## src/hdl/hcb_pkg.sv

```systemverilog
// Shared constants, types and widths for the HSV color blend pipeline.
`default_nettype none
package hcb_pkg;

    localparam int CB        = 8;
    localparam int HF        = 8;
    localparam int HW        = HF + 3;
    localparam int KW        = HF + 1;
    localparam int RSH       = 24;
    localparam int RW        = RSH + 1;
    localparam int NSTG      = 7;
    localparam logic [CB-1:0] CMAX      = CB'((1 << CB) - 1);
    localparam logic [KW-1:0] BLEND_ONE = KW'(1 << HF);
    localparam logic [HW-1:0] HUNIT     = HW'(1 << HF);
    localparam logic [HW-1:0] HTURN     = HW'(6 << HF);
    localparam logic [2*CB-1:0] HSCALE  = (2*CB)'(((1 << CB) - 1) << HF);
    localparam logic [RW-1:0] R255      = RW'(((1 << RSH) + 254) / 255);

    typedef struct packed {
        logic [HW-1:0] h;
        logic [CB-1:0] s;
        logic [CB-1:0] v;
        logic          def;
    } hcb_hsv_t;

    typedef enum logic [1:0] {
        MODE_HUE,
        MODE_GRAY,
        MODE_BLACK
    } hcb_mode_t;

endpackage
`default_nettype wire

```

## src/hdl/hcb_mix.sv

```systemverilog
// Linear interpolation of two HSV colors by the blend factor.
`default_nettype none
module hcb_mix
    import hcb_pkg::*;
(
    input  wire logic          aclk,
    input  wire logic          stage_en,
    input  wire hcb_hsv_t      hsv_a,
    input  wire hcb_hsv_t      hsv_b,
    input  wire logic [KW-1:0] blend,
    output hcb_hsv_t           hsv
);

    function automatic logic [HW-1:0] mixf(logic [HW-1:0] x, logic [HW-1:0] y,
                                           logic [KW-1:0] k);
        logic signed [HW:0]      df;
        logic signed [HW+KW:0]   pr;
        logic signed [HW+KW:0]   qt;
        df = $signed({1'b0, y}) - $signed({1'b0, x});
        pr = df * $signed({1'b0, k});
        qt = (pr < 0) ? (pr + (HW+KW+1)'(255)) >>> HF : pr >>> HF;
        mixf = x + qt[HW-1:0];
    endfunction

    hcb_hsv_t      hsv_next, hsv_reg;
    logic [HW-1:0] sm, vm;

    always_comb begin
        sm = mixf(HW'(hsv_a.s), HW'(hsv_b.s), blend);
        vm = mixf(HW'(hsv_a.v), HW'(hsv_b.v), blend);
        hsv_next.h   = mixf(hsv_a.h, hsv_b.h, blend);
        hsv_next.s   = sm[CB-1:0];
        hsv_next.v   = vm[CB-1:0];
        hsv_next.def = hsv_a.def && hsv_b.def;
    end

    always_ff @(posedge aclk) begin
        if (stage_en) begin
            hsv_reg <= hsv_next;
        end
    end

    assign hsv = hsv_reg;

endmodule
`default_nettype wire

```

## config.mk

```make
export PLATFORM = sky130hd
export DESIGN_NAME = hcb_mix
export DESIGN_NICKNAME = d
export VERILOG_FILES = /design/src/hdl/hcb_pkg.sv /design/src/hdl/hcb_mix.sv
export SDC_FILE = /design/constraint.sdc
export NUM_CORES = 1
export LEC_CHECK = 0
export ABC_AREA = 1
export BUFFER_PORTS_ARGS = -buffer_cell sky130_fd_sc_hd__buf_2
export CAP_MARGIN = 10
export CORE_AREA = 2 2 248 250
export DETAILED_ROUTE_END_ITERATION = 16
export DIE_AREA = 0 0 250 252
export MAX_ROUTING_LAYER = met4
export PLACE_DENSITY = 0.34
export SLEW_MARGIN = 20
export SYNTH_ARGS = -nofsm -noshare
export SYNTH_HDL_FRONTEND = slang
export SYNTH_SLANG_ARGS = --single-unit
export TNS_END_PERCENT = 5
```

## constraint.sdc

```tcl
create_clock -name aclk -period 28.2 [get_ports aclk]
set_clock_uncertainty 0.1 [all_clocks]
set_input_delay 5.64 -clock aclk [delete_from_list [all_inputs] [get_ports aclk]]
set_output_delay 5.64 -clock aclk [all_outputs]
set_load 0.02 [all_outputs]
```

==> results of run 1 <==
[cells in the final DEF (no fill, tap or decap), types with 3 or more instances in the layout]
| master | n |
|---|---|
| o21ai_2 | 4 |
| and2_1 | 4 |
| o21ai_0 | 19 |
| nand2_1 | 429 |
| nor3_1 | 10 |
| or2_2 | 9 |
| nor2_2 | 7 |
| xnor2_1 | 16 |
| buf_2 | 94 |
| nor2_4 | 8 |
| fa_1 | 197 |
| o21ai_1 | 6 |
| or2_1 | 3 |
| edfxtp_1 | 28 |
| o21bai_1 | 7 |
| a21oi_1 | 61 |
| nand3b_1 | 9 |
| inv_2 | 12 |
| a21oi_2 | 6 |
| nand3_1 | 83 |
| ha_1 | 207 |
| inv_1 | 462 |
| nand2_4 | 3 |
| nor2_1 | 155 |
| nand4_1 | 21 |
| nand2_2 | 19 |
| clkinv_1 | 4 |
| a21o_1 | 3 |
| nand3_2 | 8 |
| a31oi_1 | 5 |
| clkbuf_16 | 3 |
| xor2_1 | 37 |
[worst max path at each step]
stage | to | slack [ns]
after floorplan | hsv[26]$_DFFE_PP_ | 15.38
after global placement | hsv[26]$_DFFE_PP_ | 14.07
after detailed placement | hsv[26]$_DFFE_PP_ | 14.06
after CTS | hsv[26]$_DFFE_PP_ | 14.37
after global routing | hsv[26]$_DFFE_PP_ | 13.69
final | hsv[26]$_DFFE_PP_ | 14.41
[layer usage]
layer	vias up	global-route usage [%]	routed length (microns)
li1	5814	-	-
met1	5448	18.0	19500
met2	88	23.4	19400
met3	28	0.959	666
met4	0	2.40	525
met5	-	-	0
[cells by family after synthesis]
group                      Yosys count  synth area share (%)
and+or+nand+nor                    770                  24.2
buffers and inverters              508                  13.9
adders and majority gates          404                  47.3
AOI/OAI and AO/OA                  115                  4.75
xor gates and xnor gates            55                  3.68
DFF                                 28                  6.09
[layout make-up]
| cell class | count | share of cell area (%) |
|---|---|---|
| repair buffers | 96 | 3.18 |
| flip-flops and latches | 28 | 5.51 |
| multi-input cells | 1344 | 72.4 |
| inverters | 478 | 11.8 |
| clock inverters | 1 | 0.197 |
| diodes | 2 | 0.0328 |
| well taps | 782 | 6.41 |
| clock buffers | 3 | 0.492 |
[tightest hold or removal path, stage by stage]
cell,delay (ns)
buf_2,0.07
nand2_1,0.05
inv_1,0.04
[per-stage QoR]
step / utilization [%] / hold slack (ns)
2_1_floorplan: - / 5.65
3_3_place_gp: 25.2 / 5.80
3_5_place_dp: 25.2 / 5.82
4_1_cts: 25.4 / 5.50
5_1_grt: 25.4 / 5.52
6_report: 25.4 / 5.50
==> impl_metrics.toml, run 1 <==
[timing]
max-slew-margin-rel_pct = 33.5
hold_violations = 0
setup-tns-final_ns = 0
fin_crit_sh_pct = 48.9
rsz0062_at_grt = "false"
fin_ws_ns = 14.41
worst_pin_slew_ns = 0.998
maxSlewViolCount = 0
final-setup-viol-count = 0
fmax_ghz = 0.0725
fin_crit_ns = 13.79

[synth]
ys_warn_count = 0
netlist_area_sq_mm = 0.0138
postSynthAreaPerCell_sq_um = 7.34
synthTopCellsByArea = "fa_1 (29%), ha_1 (19%), inv_1 (13%)"
post-synth-top-count-cell = "inv_1"
synth_top_area_cell = "fa_1"
synth_seq_area_share_pct = 6.09
synth_top_area_share_pct = 28.6
synth_edf_count = 28
syn_nets = 2351
synthArstFlopShare_pct = 0
yosys_register_bits = 28
ys_types = 42
ys.flop_type = "edfxtp_1"
syn-instance-count = 1880
yosys-top-cells-count = "inv_1 (462), nand2_1 (429), ha_1 (207)"

[final_layout]
final_cells = 2734
largest_reg_flops = 28
fin_nets = 2422
drive_gt1_share_pct = 9.18
syn2layout_area_growth_pct = 10.5
multi_input_area_sq_mm = 0.0110
postLayoutCellArea_sq_mm = 0.0153
regArea_sq_um = 841
final.fill_count = 6817

[floorplan]
pin_count = 95
initial_core_util_pct = 23.0
placementRows = 90
dieArea_sq_mm = 0.0630
die_w_microns = 250
coreArea_sq_mm = 0.0601
dieHeight_microns = 252

[placement]
place_congestion = 0.841
dp_hpwl_microns = 34100
io_buffers = 94
place_area_sq_mm = 0.0151
dp.cells = 2728
dpl_worst_slack_ns = 14.06

[routing]
ant_nets = 0
wl_per_cell_microns = 14.6
initialDrtViolationCount = 462
dr_total_vias = 11400
routed_via_density = 4.16
first_pass_iters = 5
wl_microns = 40000
drt_drc_violations_left = 0

[clock_network]
htree_levels = 1
clk_pin_slew_worst_paths_ns = 0.09
cts-root-buf = "clkbuf_16"
cts.repair.resized = 0
cts_hold_buffers = 0
cts_buffers = 3
cts_tree = "built"
post_cts_buffers = 0
cts_buffer_depth = 2
cts.sinks = 28

[setup_path]
worstSetupStartpoint = "hsv_b[17]"
slowest_stage = "fa_1"
slowest_delay_ns = 0.55
worst-path-stages = 44
path_max_fanout = 8
worstPathRequired_ns = 28.15
cp_top_family = "adder cells"
path_class = "in -> reg"
critPathArrivalTime_ns = 13.74
worstSetupEndpointType = "flop"
critPathBufInv = 8
cp-start-kind = "primary input"

[run_status]
status = "finished clean"

[hold_path]
min_to = "hsv[0]$_DFFE_PP_"
holdCritPathClass = "in -> reg"
min-delay-start = "hsv_a[0]"
hold_depth = 3

[global_routing]
grt_overflow_total = 0
antenna_found_initial = 2
first_global_vias = 12200
grt_use_total_pct = 13.7
grt_start_max_net_pins = 29
grt_pass1_wl_microns = 66400

[job]
maxCapViolations = 0
Power of run 1 is left out: the tool's default activity adds up to more than one toggle a clock period on the data nets, which glitch-free logic cannot reach.
==> run 2: changes to the inputs <==
clock period = 14.03 ns   (was 28.2 ns; I/O delays follow)
==> impl_metrics.toml, run 2 (same netlist as run 1, synthesis figures left out) <==
[floorplan]
dieHeight_microns = 252
coreArea_sq_mm = 0.0601
pin_count = 95
placementRows = 90
dieArea_sq_mm = 0.0630
initial_core_util_pct = 23.0
die_w_microns = 250

[timing]
hold_violations = 0
rsz0062_at_grt = "false"
fin_crit_sh_pct = 78.2
fmax_ghz = 0.0912
worst_pin_slew_ns = 0.989
maxSlewViolCount = 0
max-slew-margin-rel_pct = 34.0
setup-tns-final_ns = 0
final-setup-viol-count = 0
fin_crit_ns = 10.96

[setup_path]
path_max_fanout = 8
slowest_stage = "fa_1"
worstSetupEndpointType = "flop"
cp-start-kind = "primary input"
path_class = "in -> reg"
worstPathRequired_ns = 13.98
cp_top_family = "adder cells"
critPathArrivalTime_ns = 10.91
slowest_delay_ns = 0.54
critPathBufInv = 8

[final_layout]
final_common_cell = "inv_1"
syn2layout_area_growth_pct = 10.6
fin_nets = 2423
final_cell_mix = "inv_1 (462), nand2_1 (429), ha_1 (207)"
multi_input_area_sq_mm = 0.0110
drive_gt1_share_pct = 9.23
largest_reg_flops = 28
final.fill_count = 6832
regArea_sq_um = 841

[placement]
dp_hpwl_microns = 34000
io_buffers = 94
place_congestion = 0.840

[routing]
dr_wl_met2_microns = 19300
highest_layer = "met4"
wl_microns = 39900
routed_via_density = 4.17
drt_drc_violations_left = 0
wl_met3_microns = 773
wl_per_cell_microns = 14.6
m1WireLength_microns = 19400
ant_nets = 0
dr_total_vias = 11400
initialDrtViolationCount = 454
first_pass_iters = 5

[global_routing]
grt_pass1_wl_microns = 66000
grt_use_total_pct = 13.6
first_global_vias = 12100
grt_start_max_net_pins = 29
antenna_found_initial = 2
grt_overflow_total = 0

[clock_network]
htree_levels = 1
cts_buffers = 3
cts_buffer_depth = 2
clk_pin_slew_worst_paths_ns = 0.09
post_cts_buffers = 0
cts_hold_buffers = 0
cts.repair.resized = 0
cts.sinks = 28
cts_tree = "built"
cts-root-buf = "clkbuf_16"

[hold_path]
holdCritPathClass = "in -> reg"

[job]
maxCapViolations = 0

[run_status]
status = "finished clean"
## run 2: cell types whose count changed in the layout (fill, tap and decap cells not counted), sizes merged
cell,before,now
buf,96,97
## run 2: layout make-up
| class | count | share of cell area [%] |
|---|---|---|
| Sequential cell | 28 | 5.51 |
| Clock buffer | 3 | 0.492 |
| Multi-Input combinational cell | 1344 | 72.4 |
| Inverter | 478 | 11.8 |
| Tap cell | 782 | 6.41 |
| Clock inverter | 1 | 0.197 |
| Timing Repair Buffer | 97 | 3.23 |
| Antenna cell | 2 | 0.0328 |
## run 2: layer usage
layer  vias up  track usage [%]
li1       5823                -
met1      5469             17.9
met4         0             2.19
met5         -                -
met3        18            0.939
met2       105             23.3
## run 2: path summary, 6_finish.rpt
path              startpoint           endpoint  slack (ns)  depth (start not counted)
setup / recovery   hsv_b[17]  hsv[26]$_DFFE_PP_        3.07                         44
hold / removal      hsv_b[0]   hsv[0]$_DFFE_PP_        2.67                          3
## run 2: through the flow
stage	util, %	worst slack [ns]	area, sq um	hold slack (ns)	instances
after CTS	25.4	3.05	15300	2.66	2733
final	25.4	3.07	15300	2.67	2735
after floorplan	-	4.05	13800	2.82	1880
after global routing	25.4	2.46	15300	2.70	2735
after global placement	25.2	2.73	15200	2.97	2729
after detailed placement	25.2	2.75	15200	2.98	2729
Power of run 2 is left out for the same reason.
