### src/hdl/hcb_pkg.sv
// Shared constants, types and widths for the HSV color blend pipeline.
`default_nettype none
package hcb_pkg;

    localparam int CB        = 8;
    localparam int HF        = 8;
    localparam int HW        = HF + 3;
    localparam int KW        = HF + 1;
    localparam int RSH       = 24;
    localparam int RW        = RSH + 1;
    localparam int NSTG      = 7;
    localparam logic [CB-1:0] CMAX      = CB'((1 << CB) - 1);
    localparam logic [KW-1:0] BLEND_ONE = KW'(1 << HF);
    localparam logic [HW-1:0] HUNIT     = HW'(1 << HF);
    localparam logic [HW-1:0] HTURN     = HW'(6 << HF);
    localparam logic [2*CB-1:0] HSCALE  = (2*CB)'(((1 << CB) - 1) << HF);
    localparam logic [RW-1:0] R255      = RW'(((1 << RSH) + 254) / 255);

    typedef struct packed {
        logic [HW-1:0] h;
        logic [CB-1:0] s;
        logic [CB-1:0] v;
        logic          def;
    } hcb_hsv_t;

    typedef enum logic [1:0] {
        MODE_HUE,
        MODE_GRAY,
        MODE_BLACK
    } hcb_mode_t;

endpackage
`default_nettype wire

### src/hdl/hcb_to_rgb.sv
// Four-stage HSV to RGB conversion by the six-sector rule.
`default_nettype none
module hcb_to_rgb
    import hcb_pkg::*;
(
    input  wire logic          aclk,
    input  wire logic [3:0]    stage_en,
    input  wire hcb_hsv_t      hsv,
    output logic [CB-1:0]      red,
    output logic [CB-1:0]      green,
    output logic [CB-1:0]      blue
);

    logic [HF-1:0]   f;
    logic [HF:0]     fc;
    logic [2*CB-1:0] sf;
    logic [2*CB:0]   sfc;
    hcb_mode_t       mode;

    logic [CB-1:0]   v4_reg, v5_reg, v6_reg;
    logic [2:0]      sec4_reg, sec5_reg, sec6_reg;
    hcb_mode_t       mode4_reg, mode5_reg, mode6_reg;
    logic [2*CB-1:0] qa_reg, ta_reg, pn_reg;
    logic [3*CB-1:0] qn_reg, tn_reg;
    logic [CB-1:0]   p5_reg, p6_reg, q6_reg, t6_reg;
    logic [CB-1:0]   r_reg, g_reg, b_reg;

    always_comb begin
        f   = hsv.h[HF-1:0];
        fc  = (HF+1)'(HUNIT) - (HF+1)'(f);
        sf  = (2*CB)'(hsv.s * f);
        sfc = (2*CB+1)'(hsv.s * fc);
        priority if (!hsv.def) begin
            mode = MODE_GRAY;
        end else if (hsv.s == '0) begin
            mode = MODE_BLACK;
        end else begin
            mode = MODE_HUE;
        end
    end

    always_ff @(posedge aclk) begin
        if (stage_en[0]) begin
            v4_reg    <= hsv.v;
            sec4_reg  <= hsv.h[HW-1:HF];
            mode4_reg <= mode;
            qa_reg    <= HSCALE - sf;
            ta_reg    <= HSCALE - sfc[2*CB-1:0];
            pn_reg    <= (2*CB)'(hsv.v * (CMAX - hsv.s));
        end
    end

    logic [40:0] pp, qp, tp;

    assign pp = 41'(pn_reg) * 41'(R255);

    always_ff @(posedge aclk) begin
        if (stage_en[1]) begin
            v5_reg    <= v4_reg;
            sec5_reg  <= sec4_reg;
            mode5_reg <= mode4_reg;
            qn_reg    <= (3*CB)'(v4_reg * qa_reg);
            tn_reg    <= (3*CB)'(v4_reg * ta_reg);
            p5_reg    <= pp[RSH+CB-1:RSH];
        end
    end

    assign qp = 41'(qn_reg[3*CB-1:HF]) * 41'(R255);
    assign tp = 41'(tn_reg[3*CB-1:HF]) * 41'(R255);

    always_ff @(posedge aclk) begin
        if (stage_en[2]) begin
            v6_reg    <= v5_reg;
            sec6_reg  <= sec5_reg;
            mode6_reg <= mode5_reg;
            p6_reg    <= p5_reg;
            q6_reg    <= qp[RSH+CB-1:RSH];
            t6_reg    <= tp[RSH+CB-1:RSH];
        end
    end

    logic [CB-1:0] r_next, g_next, b_next;

    always_comb begin
        unique case (mode6_reg)
            MODE_GRAY: begin
                r_next = v6_reg;
                g_next = v6_reg;
                b_next = v6_reg;
            end
            MODE_BLACK: begin
                r_next = '0;
                g_next = '0;
                b_next = '0;
            end
            default: begin
                unique case (sec6_reg)
                    3'd0: begin
                        r_next = v6_reg; g_next = t6_reg; b_next = p6_reg;
                    end
                    3'd1: begin
                        r_next = q6_reg; g_next = v6_reg; b_next = p6_reg;
                    end
                    3'd2: begin
                        r_next = p6_reg; g_next = v6_reg; b_next = t6_reg;
                    end
                    3'd3: begin
                        r_next = p6_reg; g_next = q6_reg; b_next = v6_reg;
                    end
                    3'd4: begin
                        r_next = t6_reg; g_next = p6_reg; b_next = v6_reg;
                    end
                    default: begin
                        r_next = v6_reg; g_next = p6_reg; b_next = q6_reg;
                    end
                endcase
            end
        endcase
    end

    always_ff @(posedge aclk) begin
        if (stage_en[3]) begin
            r_reg <= r_next;
            g_reg <= g_next;
            b_reg <= b_next;
        end
    end

    assign red   = r_reg;
    assign green = g_reg;
    assign blue  = b_reg;

endmodule
`default_nettype wire

### config.mk
export PLATFORM = sky130hd
export DESIGN_NAME = hcb_to_rgb
export DESIGN_NICKNAME = d
export VERILOG_FILES = /design/src/hdl/hcb_pkg.sv /design/src/hdl/hcb_to_rgb.sv
export SDC_FILE = /design/constraint.sdc
export NUM_CORES = 1
export LEC_CHECK = 0
export ABC_AREA = 1
export BUFFER_PORTS_ARGS = -buffer_cell sky130_fd_sc_hd__buf_2
export CAP_MARGIN = 25
export CELL_PAD_IN_SITES_DETAIL_PLACEMENT = 2
export CELL_PAD_IN_SITES_GLOBAL_PLACEMENT = 2
export CORE_MARGIN = 2
export CORE_UTILIZATION = 36
export CTS_BUF_LIST = sky130_fd_sc_hd__clkbuf_8 sky130_fd_sc_hd__clkbuf_16
export CTS_CLUSTER_SIZE = 24
export DETAILED_ROUTE_END_ITERATION = 12
export PLACE_DENSITY = 0.9
export SLEW_MARGIN = 20
export SYNTH_ARGS = -nofsm -noshare
export SYNTH_HDL_FRONTEND = slang
export SYNTH_SLANG_ARGS = --single-unit
### constraint.sdc
create_clock -name aclk -period 5.4 [get_ports aclk]
set_clock_uncertainty 0.1 [all_clocks]
set_input_delay 0.81 -clock aclk [delete_from_list [all_inputs] [get_ports aclk]]
set_output_delay 0.81 -clock aclk [all_outputs]
set_load 0.05 [all_outputs]
==> summary.txt, run 1 <==
Run status
  • Status: finished, final reports clean

Synthesis
  • Cell variety after synth: 44
  • Post-Syn Nets: 4023
  • Top cell type's share of synthesized area: 21.4%
  • Top cells by count, synth: inv_1 (836), nand2_1 (818), ha_1 (402)
  • Yosys synthesis warning count: 0
  • Avg Cell Area, Syn: 7.99 um2
  • Seq/Total Area, Yosys: 19.8%
  • Post-synth EDFFs: 174
  • Area leader, netlist: fa_1
  • Synth Flop Type: edfxtp_1
  • Async set-reset flop share out of synthesis: 0%
  • Ranking of synthesized cells by area: fa_1 (21%), edfxtp_1 (20%), ha_1 (19%)
  • Synthesized area: 26400 um2
  • Most numerous cell in the Yosys netlist: inv_1
  • Syn Inst Count: 3306
  • Number of synthesized register bits: 174

Detailed routing
  • First-pass DRT Iterations: 7
  • Vias post-DR: 22900
  • Wire per inst: 24.1 um
  • Iter 0 DRT Violations: 1058
  • Routed wire length: 104 mm
  • Drt drc: 0
  • Post-DRT Antenna Nets: 0
  • Vias per Instance: 5.29

STA
  • Max transition margin: 33.0%
  • Least-Margin Pin Slew: 1.01 ns
  • Final Max Tran Viols: 0
  • Fin crit share: 98.9%
  • RSZ-0062 raised after global routing: yes
  • Final Hold Fails: 0
  • FMAX: 187 MHz
  • Final-report setup violation count: 0
  • Fin crit period: 5.34 ns

Layout
  • Share of cells above drive strength 1: 5.16%
  • Finished Layout Cells: 4331
  • Fillcell total: 8385
  • Diode count: 0
  • Final Net Count: 4076
  • Synthesis-to-layout area growth: 8.26%
  • Final design utilization: 39.3%

Die
  • IO Pins: 57
  • Starting Density: 36.3%
  • Die H: 275 um
  • Die ar.: 75600 um2
  • Rows: 99
  • Die Wd: 275 um
  • Core area: 72800 um2

Placement
  • Placer Congestion: 0.869
  • DPL Wire Length: 83.9 mm
  • I/O Buffers: 56
  • Post-Place Cells: 4285

Clock network
  • Hold buffer count at cts: 0
  • Worst skew pair latency: 0.54 ns
  • Clock root buffer: clkbuf_16
  • CTS tree: done
  • CTS max path bufs: 2
  • TritonCTS Buffers: 17
  • CTS HTree Levels: 4
  • Clk sinks: 174
  • Clock-pin slew on the worst setup and hold paths: 0.09 ns

Worst setup path
  • Worst EP arrival: 5.53 ns
  • CP required: 5.59 ns
  • Worst-path maximum fanout: 6
  • Critical path class: reg2reg
  • Critical path startpoint category: flip-flop
  • Nature of the critical path endpoint: flip-flop

GRT
  • Vias in the first global route: 27800
  • Gr usage total: 28.1%
  • Initial antenna violation count: 1
  • Global-route wire length before repair: 161 mm
  • Pin count of the biggest net entering global routing: 61
  • GR Overflow Total: 0

Min path
  • Worst hold path class: reg2reg

Flow run
  • # Max-Cap Violations: 0
-- routing by layer --
layer	GRT usage [%]	wire (um)
met1	29.2	38600
met2	54.2	56400
met3	3.67	3240
met4	15.1	5890
met5	0	13
-- area by class of cell --
type | instances | area (um2) | share of cell area (%)
Clock buffer | 17 | 425 | 1.49
Clock inverter | 15 | 169 | 0.591
Inverter | 840 | 3150 | 11.0
Multi-Input combinational cell | 2210 | 17700 | 61.7
Sequential cell | 174 | 5230 | 18.3
Tap cell | 959 | 1200 | 4.20
Timing Repair Buffer | 116 | 776 | 2.71
-- critical path, stage by stage, from the launching register on --
cell and delay [ns]:
edfxtp_1 0.57, buf_4 0.24, nand2_1 0.08, inv_1 0.08, fa_1 0.51, fa_1 0.55, fa_1 0.59, inv_1 0.10
fa_1 0.55, inv_1 0.07, ha_1 0.37, a21oi_1 0.26, o21ai_0 0.20, a21oi_1 0.30, nor2_1 0.08, nor2_1 0.18
nand2_1 0.08, nand2_1 0.09, nand2_1 0.07
-- worst paths after layout --
path	end	from	slack, ns	depth (start not counted)
hold reg to reg	v6_reg[1]	v5_reg[1]	0.33	0
setup / recovery	tn_reg[23]	v4_reg[5]	0.06	18
setup reg to reg	tn_reg[23]	v4_reg[5]	0.06	18
hold / removal	v6_reg[1]	v5_reg[1]	0.33	0
-- timing repair --
| item | CTS | global route |
|---|---|---|
| setup buffers | 9 | 4 |
| resized for setup | 0 | 7 |
| setup endpoints to repair | 4 | 9 |
-- cell families after synthesis --
group / count (synthesis) / synth area share (%)
AO/OA/AOI/OAI: 281 / 6.23
flip-flops: 174 / 19.8
adder cells (fa/ha/maj): 684 / 40.4
XOR/XNOR: 67 / 2.22
AND/OR/NAND/NOR: 1178 / 17.9
buffers and inverters: 922 / 13.5
-- placed cells by master, fill, tap and decap left out, types with 4 or more instances in the layout --
cell	Yosys	layout
a21boi_0	7	7
a21o_1	21	21
a21oi_1	117	114
a221oi_1	8	8
a22oi_1	5	5
a31oi_1	9	9
buf_2	3	56
buf_4	6	56
clkbuf_16	0	17
clkinv_8	0	4
edfxtp_1	174	174
fa_1	282	282
ha_1	402	402
inv_1	836	836
nand2_1	818	818
nand2_2	5	5
nand3_1	77	77
nand3b_1	6	6
nand4_1	28	28
nor2_1	201	200
nor2_2	4	5
nor3_1	28	28
o2111ai_1	6	6
o211ai_1	8	8
o21ai_0	72	71
o21bai_1	21	21
xnor2_1	22	22
xor2_1	45	45
-- through the flow --
step | setup TNS (ns) | setup slack, ns | instance area [um2] | hold WS (ns)
2_1_floorplan | 0 | 0.123 | 26400 | 0.300
3_3_place_gp | -0.139 | -0.0478 | 27900 | 0.301
3_5_place_dp | -2.50 | -0.462 | 27900 | 0.312
4_1_cts | 0 | 0.0825 | 28500 | 0.333
5_1_grt | -0.131 | -0.0516 | 28600 | 0.340
6_report | 0 | 0.0568 | 28600 | 0.333
Power of run 1 is not shown: default switching activity piles up to over one toggle a cycle in this logic, so the estimate is an artifact.
==> run 2, diff against run 1 <==
- ABC_CLOCK_PERIOD_IN_PS: not set -> 5400
- RECOVER_POWER: not set -> 100
==> summary.txt, run 2 (synthesized netlist as in run 1, its figures left out) <==
Run status
  • Status: finished, final reports clean

Layout
  • Final Net Count: 4076
  • Most frequent cells in the layout: inv_1 (836), nand2_1 (818), ha_1 (402), fa_1 (282), nor2_1 (200)
  • Fillcell total: 8393
  • Diode count: 0
  • Synthesis-to-layout area growth: 8.21%
  • Final design utilization: 39.2%
  • Most common cell after layout, fill and taps aside: inv_1
  • Share of cells above drive strength 1: 4.83%

Min path
  • Worst hold path class: reg2reg

STA
  • Final-report setup violation count: 0
  • Hold WS: 0.333 ns
  • FMAX: 187 MHz
  • Final Hold Fails: 0
  • Max transition margin: 9.69%
  • Fin crit period: 5.34 ns
  • RSZ-0062 raised after global routing: yes
  • Least-Margin Pin Slew: 1.35 ns
  • Final setup margin: 0.0625 ns
  • Sum of negative setup slack: 0 ns
  • Final Max Tran Viols: 0
  • Fin crit share: 98.8%

Clock network
  • Clock-pin slew on the worst setup and hold paths: 0.09 ns
  • CTS tree: done
  • CTS HTree Levels: 4
  • TritonCTS Buffers: 17
  • CTS max path bufs: 2
  • Clock root buffer: clkbuf_16
  • Clk sinks: 174
  • Worst skew pair latency: 0.54 ns
  • Hold buffer count at cts: 0

Worst setup path
  • Worst-path maximum fanout: 6
  • Critical path startpoint category: flip-flop
  • Nature of the critical path endpoint: flip-flop
  • Crit path buf inv count: 4
  • Max incr delay on CP: 0.59 ns
  • Worst EP arrival: 5.53 ns
  • CP required: 5.59 ns
  • Top Family by Delay on Critical Path: adder cells
  • CP max-delay cell: fa_1
  • Critical path class: reg2reg
  • CP cell instances: buf_4 > nand2_1 > inv_1 > fa_1 > fa_1 > fa_1 > inv_1 > fa_1 > inv_1 > ha_1 > a21oi_1 > o21ai_0 > a21oi_1 > nor2_1 > nor2_1 > nand2_1 > nand2_1 > nand2_1

Die
  • Rows: 99
  • Core area: 72800 um2
  • Die H: 275 um
  • IO Pins: 57
  • Starting Density: 36.3%
  • Die ar.: 75600 um2
  • Die Wd: 275 um

Detailed routing
  • Iter 0 DRT Violations: 1059
  • Wire per inst: 24.1 um
  • Post-DRT Antenna Nets: 0
  • Vias per Instance: 5.30
  • First-pass DRT Iterations: 7
  • Drt drc: 0
  • Routed wire length: 104 mm
  • Vias post-DR: 23000

Placement
  • Pre-CTS setup slack: -0.462 ns
  • I/O Buffers: 56
  • DPL Wire Length: 83.9 mm
  • Placer Congestion: 0.869

GRT
  • Initial antenna violation count: 1
  • Global-route wire length before repair: 161 mm
  • Gr usage total: 28.1%
  • Pin count of the biggest net entering global routing: 61
  • Vias in the first global route: 27800
  • GR Overflow Total: 0

Flow run
  • # Max-Cap Violations: 0
## run 2: path summary, 6_finish.rpt
kind,start,to,slack (ns),cells past startpoint
max,v4_reg[5],tn_reg[23],0.06,18
min,v5_reg[1],v6_reg[1],0.33,0
max reg2reg,v4_reg[5],tn_reg[23],0.06,18
min reg2reg,v5_reg[1],v6_reg[1],0.33,0
## run 2: repair_timing
item / in CTS / in global routing
setup endpoints to repair: 4 / 9
setup buffers: 9 / 4
resized for setup: 0 / 7
gates cloned: 0 / 0
## run 2: metal layers
metal	track usage [%]	share of wire, %	vias to the layer above
li1	-	-	10200
met1	29.2	37	11700
met2	54.2	54	686
met3	3.67	3.2	333
met4	15.1	5.7	2
met5	0	0.012	-
## run 2: worst reg2reg max path, cell delays in order, from the launching register on
cell      delay, ns
edfxtp_1       0.57
buf_4          0.24
nand2_1        0.08
inv_1          0.08
fa_1           0.51
fa_1           0.55
fa_1           0.59
inv_1          0.10
fa_1           0.55
inv_1          0.07
ha_1           0.37
a21oi_1        0.27
o21ai_0        0.20
a21oi_1        0.30
nor2_1         0.09
nor2_1         0.18
nand2_1        0.08
nand2_1        0.09
nand2_1        0.07
## run 2: stage by stage
step,std cells,cell area (um2)
after floorplan,3306,26400
after global placement,4285,27900
after detailed placement,4285,27900
after CTS,4326,28500
after global routing,4331,28600
final,4331,28600
## run 2: final cells by class
class	instances	area, um2	area share, %
inverter	840	3150	11.0
tap	959	1200	4.20
multi-input combinational	2210	17700	61.7
clock inverter	15	169	0.591
sequential	174	5230	18.3
timing repair buffer	116	762	2.67
clock buffer	17	425	1.49
Power of run 2 is left out for the same reason.
==> run 3, diff against run 2 <==
- SETUP_SLACK_MARGIN: not set -> 0.5
==> summary.txt, run 3 (synthesized netlist as in run 1, its figures left out) <==
Placement
  • I/O Buffers: 56
  • Placer Congestion: 0.859
  • DPL Wire Length: 84.4 mm
  • Dpl cell area: 27900 um2

Worst setup path
  • Critical path startpoint category: flip-flop
  • Top Family by Delay on Critical Path: adder cells
  • Nature of the critical path endpoint: flip-flop
  • CP required: 5.54 ns
  • Worst-path maximum fanout: 7
  • Crit path buf inv count: 6
  • CP cell instances: clkbuf_1 > buf_12 > buf_4 > nand2_1 > inv_1 > fa_1 > fa_1 > fa_1 > inv_1 > fa_1 > inv_1 > ha_4 > a21oi_1 > a21boi_2 > nor2_1 > nor2_1 > nand2_1 > nand2_1 > nand2_1
  • Max incr delay on CP: 0.55 ns
  • CP max-delay cell: fa_1
  • Worst EP arrival: 5.73 ns
  • Critical path class: reg2reg

Die
  • Starting Density: 36.3%
  • IO Pins: 57
  • Core area: 72800 um2
  • Rows: 99
  • Die ar.: 75600 um2
  • Die Wd: 275 um
  • Die H: 275 um

Layout
  • Share of cells above drive strength 1: 9.07%
  • Diode count: 0
  • Synthesis-to-layout area growth: 12.8%
  • FF+latch area: 5230 um2
  • Post-route cell area: 29800 um2
  • Most common cell after layout, fill and taps aside: inv_1
  • Most frequent cells in the layout: inv_1 (824), nand2_1 (791), ha_1 (370), fa_1 (271), nor2_1 (183)
  • Fillcell total: 8215
  • Final Net Count: 4109
  • Area of the multi-input gates: 18600 um2

Detailed routing
  • Drt drc: 0
  • Vias per Instance: 5.67
  • Vias post-DR: 24700
  • First-pass DRT Iterations: 6
  • Post-DRT Antenna Nets: 0
  • Routed wire length: 128 mm
  • Iter 0 DRT Violations: 1628
  • Wire per inst: 29.3 um

STA
  • Final setup margin: -0.185 ns
  • RSZ-0062 raised after global routing: yes
  • Fin crit share: 103%
  • Hold WS: 0.329 ns
  • Sum of negative setup slack: -0.509 ns
  • Least-Margin Pin Slew: 3.41 ns
  • Final Hold Fails: 0
  • Final Max Tran Viols: 145
  • Max transition margin: -127%
  • FMAX: 179 MHz
  • Final-report setup violation count: 6
  • Fin crit period: 5.59 ns

GRT
  • Pin count of the biggest net entering global routing: 54
  • Vias in the first global route: 27900
  • Global-route wire length before repair: 161 mm
  • Gr usage total: 28.1%
  • GR Overflow Total: 0
  • Initial antenna violation count: 4

Clock network
  • CTS max path bufs: 2
  • Clk sinks: 174
  • TritonCTS Buffers: 17
  • Hold buffer count at cts: 0
  • Clock-pin slew on the worst setup and hold paths: 0.09 ns
  • Clock root buffer: clkbuf_16
  • CTS HTree Levels: 4
  • Worst skew pair latency: 0.53 ns
  • CTS tree: done

Run status
  • Status: finished, violations left
  • Failing checks: max-capacitance violations, max-slew violations, negative setup slack

Flow run
  • # Max-Cap Violations: 3

Min path
  • Worst hold path class: reg2reg
[run 3: final cells by class]
type / instances / share of cell area, %
Tap cell: 959 / 4.03
Clock buffer: 17 / 1.43
Multi-Input combinational cell: 2210 / 62.2
Inverter: 840 / 10.6
Clock inverter: 15 / 0.571
Sequential cell: 174 / 17.5
Timing Repair Buffer: 149 / 3.61
[run 3: metal layers]
metal	track usage, %	up-vias	share of wire, %
li1	-	10300	-
met1	29.1	12600	34
met2	54.0	1187	52
met3	3.52	665	5.0
met4	16.8	6	9.3
met5	0	-	0.039
[run 3: worst paths after layout]
| kind | start | to | slack (ns) | cells after the start |
|---|---|---|---|---|
| setup / recovery | v4_reg[2] | qn_reg[18] | -0.19 | 19 |
| hold / removal | mode5_reg[0] | mode6_reg[0] | 0.33 | 0 |
| setup reg to reg | v4_reg[2] | qn_reg[18] | -0.19 | 19 |
| hold reg to reg | mode5_reg[0] | mode6_reg[0] | 0.33 | 0 |
[run 3: metrics by stage]
stage | setup WS (ns) | instances | util, %
3_5_place_dp | -0.295 | 4277 | 38.3
6_report | -0.185 | 4364 | 40.9
4_1_cts | 0.382 | 4333 | 39.6
5_1_grt | -0.245 | 4364 | 40.9
2_1_floorplan | 0.281 | 3306 | -
3_3_place_gp | 0.0514 | 4277 | 38.3
[run 3: what timing repair did]
item	in CTS	in global routing
gates cloned	0	3
endpoints found under the setup margin	34	40
buffers inserted	24	28
gates resized for setup	41	198
pin swaps	11	61
Power of run 3 is left out for the same reason.
